--- src/hdl/crpf_pkg.sv ---
`default_nettype none

package crpf_pkg;

  localparam int COORD_W    = 32;
  localparam int SEG_W      = 6;
  localparam int FRAC_W     = 17;
  localparam int FRAC_BITS  = 16;
  localparam int FRAMES_W   = 16;
  localparam int PCOUNT_W   = 7;
  localparam int CFG_DATA_W = 16;
  localparam int CFG_IDX_W  = 1;
  localparam int LANES      = 3;

  // Horner intermediates stay below 2^38 in magnitude for 32-bit points.
  localparam int HORNER_W = 40;
  localparam int TMUL_W   = FRAC_W + 1;
  localparam int PROD_W   = HORNER_W + TMUL_W;
  localparam int FIN_W    = HORNER_W + 2;

  localparam int DIV_BITS  = 2;
  localparam int DIV_STEPS = FRAMES_W / DIV_BITS;
  localparam int STEP_W    = $clog2(DIV_STEPS);
  localparam int TAPS      = 4;
  localparam int TAP_W     = $clog2(TAPS);

  localparam int MAX_POINTS_DEF = 64;
  localparam int TABLE_LIMIT    = 1 << SEG_W;

  localparam logic [FRAMES_W-1:0] FRAMES_RESET = FRAMES_W'(60);
  localparam logic [PCOUNT_W-1:0] PCOUNT_RESET = PCOUNT_W'(4);
  localparam logic [PCOUNT_W-1:0] PCOUNT_MIN   = PCOUNT_W'(4);
  localparam logic [SEG_W-1:0]    SEG_RESET    = SEG_W'(1);
  localparam logic [FRAC_W-1:0]   T_ONE        = FRAC_W'(1 << FRAC_BITS);

  typedef enum logic [CFG_IDX_W-1:0] {
    REG_FRAMES_PER_SEGMENT = 1'b0,
    REG_POINT_COUNT        = 1'b1
  } cfg_reg_t;

  typedef enum logic [2:0] {
    ST_IDLE,
    ST_FETCH,
    ST_COEF,
    ST_MUL,
    ST_ADD,
    ST_PUSH
  } state_t;

  // Coefficient folded in after each multiply by t, or none after the last.
  typedef enum logic [1:0] {
    TERM_B,
    TERM_A,
    TERM_NONE
  } term_t;

  typedef enum logic [1:0] {
    T_DIV,
    T_ZERO,
    T_FULL
  } tmode_t;

  typedef struct packed {
    logic             load_point;
    logic             tick_start;
    logic             div_step;
    logic             rd_en;
    logic [TAP_W-1:0] rd_off;
    logic             coef;
    logic             mul;
    logic             add;
    term_t            term;
    logic             push;
  } cmd_t;

endpackage

`default_nettype wire

--- src/hdl/crpf_ctrl.sv ---
`default_nettype none

module crpf_ctrl (
  input  wire logic    clk,
  input  wire logic    rst,
  input  wire logic    in_valid,
  input  wire logic    in_action,
  input  wire logic    out_ready,
  output logic         in_ready,
  output logic         out_valid,
  output crpf_pkg::cmd_t cmd
);
  import crpf_pkg::*;

  state_t            state;
  state_t            state_next;
  logic [STEP_W-1:0] step;
  logic [STEP_W-1:0] step_next;
  term_t             term;
  term_t             term_next;
  logic              out_valid_next;
  logic              in_fire;
  logic              push_ok;

  assign in_fire = in_valid && in_ready;
  assign push_ok = !out_valid || out_ready;

  always_ff @(posedge clk) begin
    if (rst) begin
      state     <= ST_IDLE;
      step      <= '0;
      term      <= TERM_B;
      out_valid <= 1'b0;
    end else begin
      state     <= state_next;
      step      <= step_next;
      term      <= term_next;
      out_valid <= out_valid_next;
    end
  end

  always_comb begin
    state_next = state;
    step_next  = step;
    term_next  = term;
    unique case (state)
      ST_IDLE: begin
        if (in_fire && in_action) begin
          state_next = ST_FETCH;
          step_next  = '0;
        end
      end
      ST_FETCH: begin
        step_next = step + 1'b1;
        if (step == STEP_W'(DIV_STEPS - 1)) begin
          state_next = ST_COEF;
        end
      end
      ST_COEF: begin
        state_next = ST_MUL;
        term_next  = TERM_B;
      end
      ST_MUL: begin
        state_next = ST_ADD;
      end
      ST_ADD: begin
        unique case (term)
          TERM_B:  term_next = TERM_A;
          TERM_A:  term_next = TERM_NONE;
          default: term_next = TERM_B;
        endcase
        state_next = (term == TERM_NONE) ? ST_PUSH : ST_MUL;
      end
      ST_PUSH: begin
        if (push_ok) begin
          state_next = ST_IDLE;
        end
      end
      default: state_next = ST_IDLE;
    endcase

    if (cmd.push) begin
      out_valid_next = 1'b1;
    end else if (out_ready) begin
      out_valid_next = 1'b0;
    end else begin
      out_valid_next = out_valid;
    end
  end

  always_comb begin
    in_ready       = (state == ST_IDLE);
    cmd            = '0;
    cmd.load_point = in_fire && !in_action;
    cmd.tick_start = in_fire && in_action;
    cmd.div_step   = (state == ST_FETCH);
    cmd.rd_en      = (state == ST_FETCH) && (step < STEP_W'(TAPS));
    cmd.rd_off     = step[TAP_W-1:0];
    cmd.coef       = (state == ST_COEF);
    cmd.mul        = (state == ST_MUL);
    cmd.add        = (state == ST_ADD);
    cmd.term       = term;
    cmd.push       = (state == ST_PUSH) && push_ok;
  end

endmodule

`default_nettype wire

--- config.mk ---
export PLATFORM = sky130hd
export DESIGN_NAME = crpf_ctrl
export DESIGN_NICKNAME = d
export VERILOG_FILES = /design/src/hdl/crpf_pkg.sv /design/src/hdl/crpf_ctrl.sv
export SDC_FILE = /design/constraint.sdc
export NUM_CORES = 1
export LEC_CHECK = 0
export ABC_AREA = 0
export BUFFER_PORTS_ARGS = -buffer_cell sky130_fd_sc_hd__buf_2
export CAP_MARGIN = 15
export CORE_MARGIN = 4
export CORE_UTILIZATION = 43
export CTS_CLUSTER_DIAMETER = 40
export DETAILED_ROUTE_END_ITERATION = 6
export GPL_ROUTABILITY_DRIVEN = 0
export PLACE_DENSITY = 0.79
export SYNTH_ARGS = -nofsm -noshare
export SYNTH_HDL_FRONTEND = slang
export SYNTH_SLANG_ARGS = --single-unit
--- constraint.sdc ---
create_clock -name clk -period 1.3 [get_ports clk]
set_input_delay 0.195 -clock clk [delete_from_list [all_inputs] [get_ports clk]]
set_output_delay 0.195 -clock clk [all_outputs]
set_load 0.01 [all_outputs]
==> impl_metrics.tcl <==
set metrics [dict create \
    period_share_pct 107 \
    critPathKind "flop to output pin" \
    nNetsFinal 102 \
    worstMarginPinSlew_ps 337 \
    p_leak_nw 0.386 \
    cts_tree "built" \
    wl_per_cell_um 13.4 \
    fmax_ghz 0.716 \
    synth-seq-area-share_pct 30.1 \
    layout_commonest_cell "buf_2" \
    cts-root-buf "clkbuf_4" \
    synthFlopType "dfxtp_1" \
    fin_hold_ws_ps 246 \
    initial_core_util_pct 46.0 \
    synth-xor-area-share_pct 0 \
    antenna_found_initial 0 \
    cts.clk_slew.worst_paths_ps 60 \
    area_growth_pct 34.5 \
    p_per_area_nw_per_um2 742 \
    drive_gt1_share_pct 50.0 \
    r2r_cells 5 \
    cap_viol_max_count 0 \
    num_vias 593 \
    p_int_mw 0.441 \
    layout_common_cells "18 x buf_2, 10 x buf_4, 7 x a21oi_1" \
    hold_buffers 0 \
    power_frac_comb_pct 15.3 \
    finalWorstSetupSlack_ps -96.0 \
    yosys.area_share.simple_pct 29.5 \
    synthTopCellsByArea "dfxtp_1 30%, a21oi_1 5.9%, buf_4 5.0%" \
    overflow 0 \
    port-buffer-count 18 \
    antenna_cells 0 \
    violations "setup timing" \
    required_ps 1110 \
    dieArea_sq_um 2050 \
    fp-row-count 13 \
    synth_area_sq_um 598 \
    synth_top_area_share_pct 30.1 \
    endpoint_kind "output pin" \
    syn_inst 70 \
    synth-compound-area-share_pct 20.5 \
    hold-path-cell-count 3 \
    vias_per_cell 5.44 \
    synth-edff-count 0 \
    synth_cell_types 29 \
    reg2reg_slack_ps 40 \
    slowest_stage "dfxtp_4" \
    die-height_um 45.3 \
    slowest_delay_ps 370 \
    cts_buffers 3 \
    cp_max_fo 5 \
    grt_pass1_vias 577 \
    p_clk_share_pct 36.9 \
    power.share.switching_pct 26.2 \
    yosys_warnings 0 \
    place_inst 102 \
    drtIter0Drc 9 \
    async_flop_share_pct 0 \
    synth_top_area_cell "dfxtp_1" \
    path_depth 4 \
    rsz0062_at_grt "true" \
    die_w_um 45.3 \
    synth_top_family_by_area "simple AND/OR/NAND/NOR gates" \
    fin_area_sq_um 805 \
    clk_latency_ps 260 \
    synth_seq_cells 9 \
    max-slew-margin-rel_pct 77.5 \
    fin_skew_ps 3.45 \
    clkSinkCount 9 \
    drc 0 \
    syn_avg_cell_area_sq_um 8.54 \
    synth_fa_ha_area_share_pct 4.18 \
    cp.arrival_ps 1200 \
    period_needed_ps 1400 \
    hold_viol_final 0 \
    final_cells 109 \
    ant_nets 0 \
    ctsLongestPathBuffers 2 \
    coreArea_sq_um 1300 \
    muxShareOfSynthArea_pct 3.56 \
    grtUsageTotal_pct 16.6 \
    grt_pass1_wl_mm 2.44 \
    power.switching_mw 0.156 \
    outcome "finished, violations left" \
    min_path_type "primary input to flop" \
    syn_nets 77 \
    ios 19 \
    fill_cells 129 \
    p_seq_share_pct 47.8 \
    path_delay_family "flip-flops" \
    place_area_sq_um 702 \
    wl_mm 1.46 \
    maxSlewViolCount 0 \
    setup_violations 6 \
    grt_max_degree 12 \
    cp_cell_sequence "buf_6 -> nor3b_4 -> nor2b_1 -> buf_2" \
    vdd_drop_max_v 0.000499 \
    dr.pass1.iters 4 \
    path_buf_inv 2 \
    start_kind "flop" \
    h-tree-depth 1 \
]
logic make-up (layout without fill, tap and decap cells):
kind of cell	count (synthesis)	in the layout
mux	2	2
simple gates	28	28
fa+ha+maj	2	2
compound gates	19	19
flops	9	9
buf+inv	10	34
cell type report:
class,instances,area (sq um),share of cell area (%)
sequential,9,194,24.1
tap,15,18.8,2.33
multi-input combinational,51,378,47.0
timing repair buffer,30,188,23.3
clock buffer,4,26.3,3.27
state kept, by name, indices dropped and copies added (netlist names):
register	cells
state	3
out_valid	1
step	3
term	2
cells in the mapped netlist, types with 2 or more instances:
| library cell | instances |
|---|---|
| nand2_1 | 5 |
| buf_4 | 4 |
| ha_1 | 2 |
| a21oi_1 | 7 |
| dfxtp_1 | 9 |
| a211oi_1 | 2 |
| buf_2 | 4 |
| nor2_1 | 5 |
| and2_1 | 2 |
| nor3b_1 | 2 |
| nor3_1 | 2 |
| o21ai_0 | 5 |
| o31ai_1 | 2 |
| buf_6 | 2 |
| nor2b_1 | 3 |
power groups by stage:
stage	Combinational, mW	Clock, mW	Sequential (mW)
after floorplan	0.0591	0	0.291
after global routing	0.101	0.250	0.287
final	0.0913	0.221	0.285
after CTS	0.0886	0.234	0.286
after global placement	0.0839	0	0.293
after detailed placement	0.0862	0	0.294
final timing paths:
| path | from | endpoint |
|---|---|---|
| setup / recovery | state[1]$_SDFFE_PP0P_ | cmd[8] |
| hold reg to reg | step[1]$_SDFFE_PP0P_ | step[1]$_SDFFE_PP0P_ |
| hold / removal | out_ready | out_valid$_SDFFE_PP0P_ |
| setup reg to reg | step[1]$_SDFFE_PP0P_ | state[1]$_SDFFE_PP0P_ |
timing repair:
item | in CTS | in global routing
pin swaps | 1 | 3
hold endpoints to repair | 0 | 0
gates cloned | 0 | 0
setup buffers | 3 | 0
gates resized for setup | 9 | 8
setup endpoints to repair | 9 | 12
worst min-delay path: stages:
cell,delay [ps]
buf_2,80
nand2b_1,110
a21oi_1,60
stage by stage:
stage               power, mW  TNS (ps)  util, %  setup WS, ps
detailed placement      0.380         0     53.9          41.3
floorplan               0.350         0        -          9.69
global route            0.638     -1100     61.8          -165
finish                  0.597      -407     61.8         -96.0
global placement        0.377         0     53.9          78.8
CTS                     0.609      -555     59.7          -134
routing by layer:
layer / vias up / global-route usage (%) / share of wire (%)
li1: 295 / - / -
met1: 275 / 20.0 / 43
met2: 19 / 25.1 / 48
met3: 4 / 6.37 / 6.4
met4: 0 / 9.36 / 2.5
met5: - / 0 / 0
(Power assumes the default switching activity.)
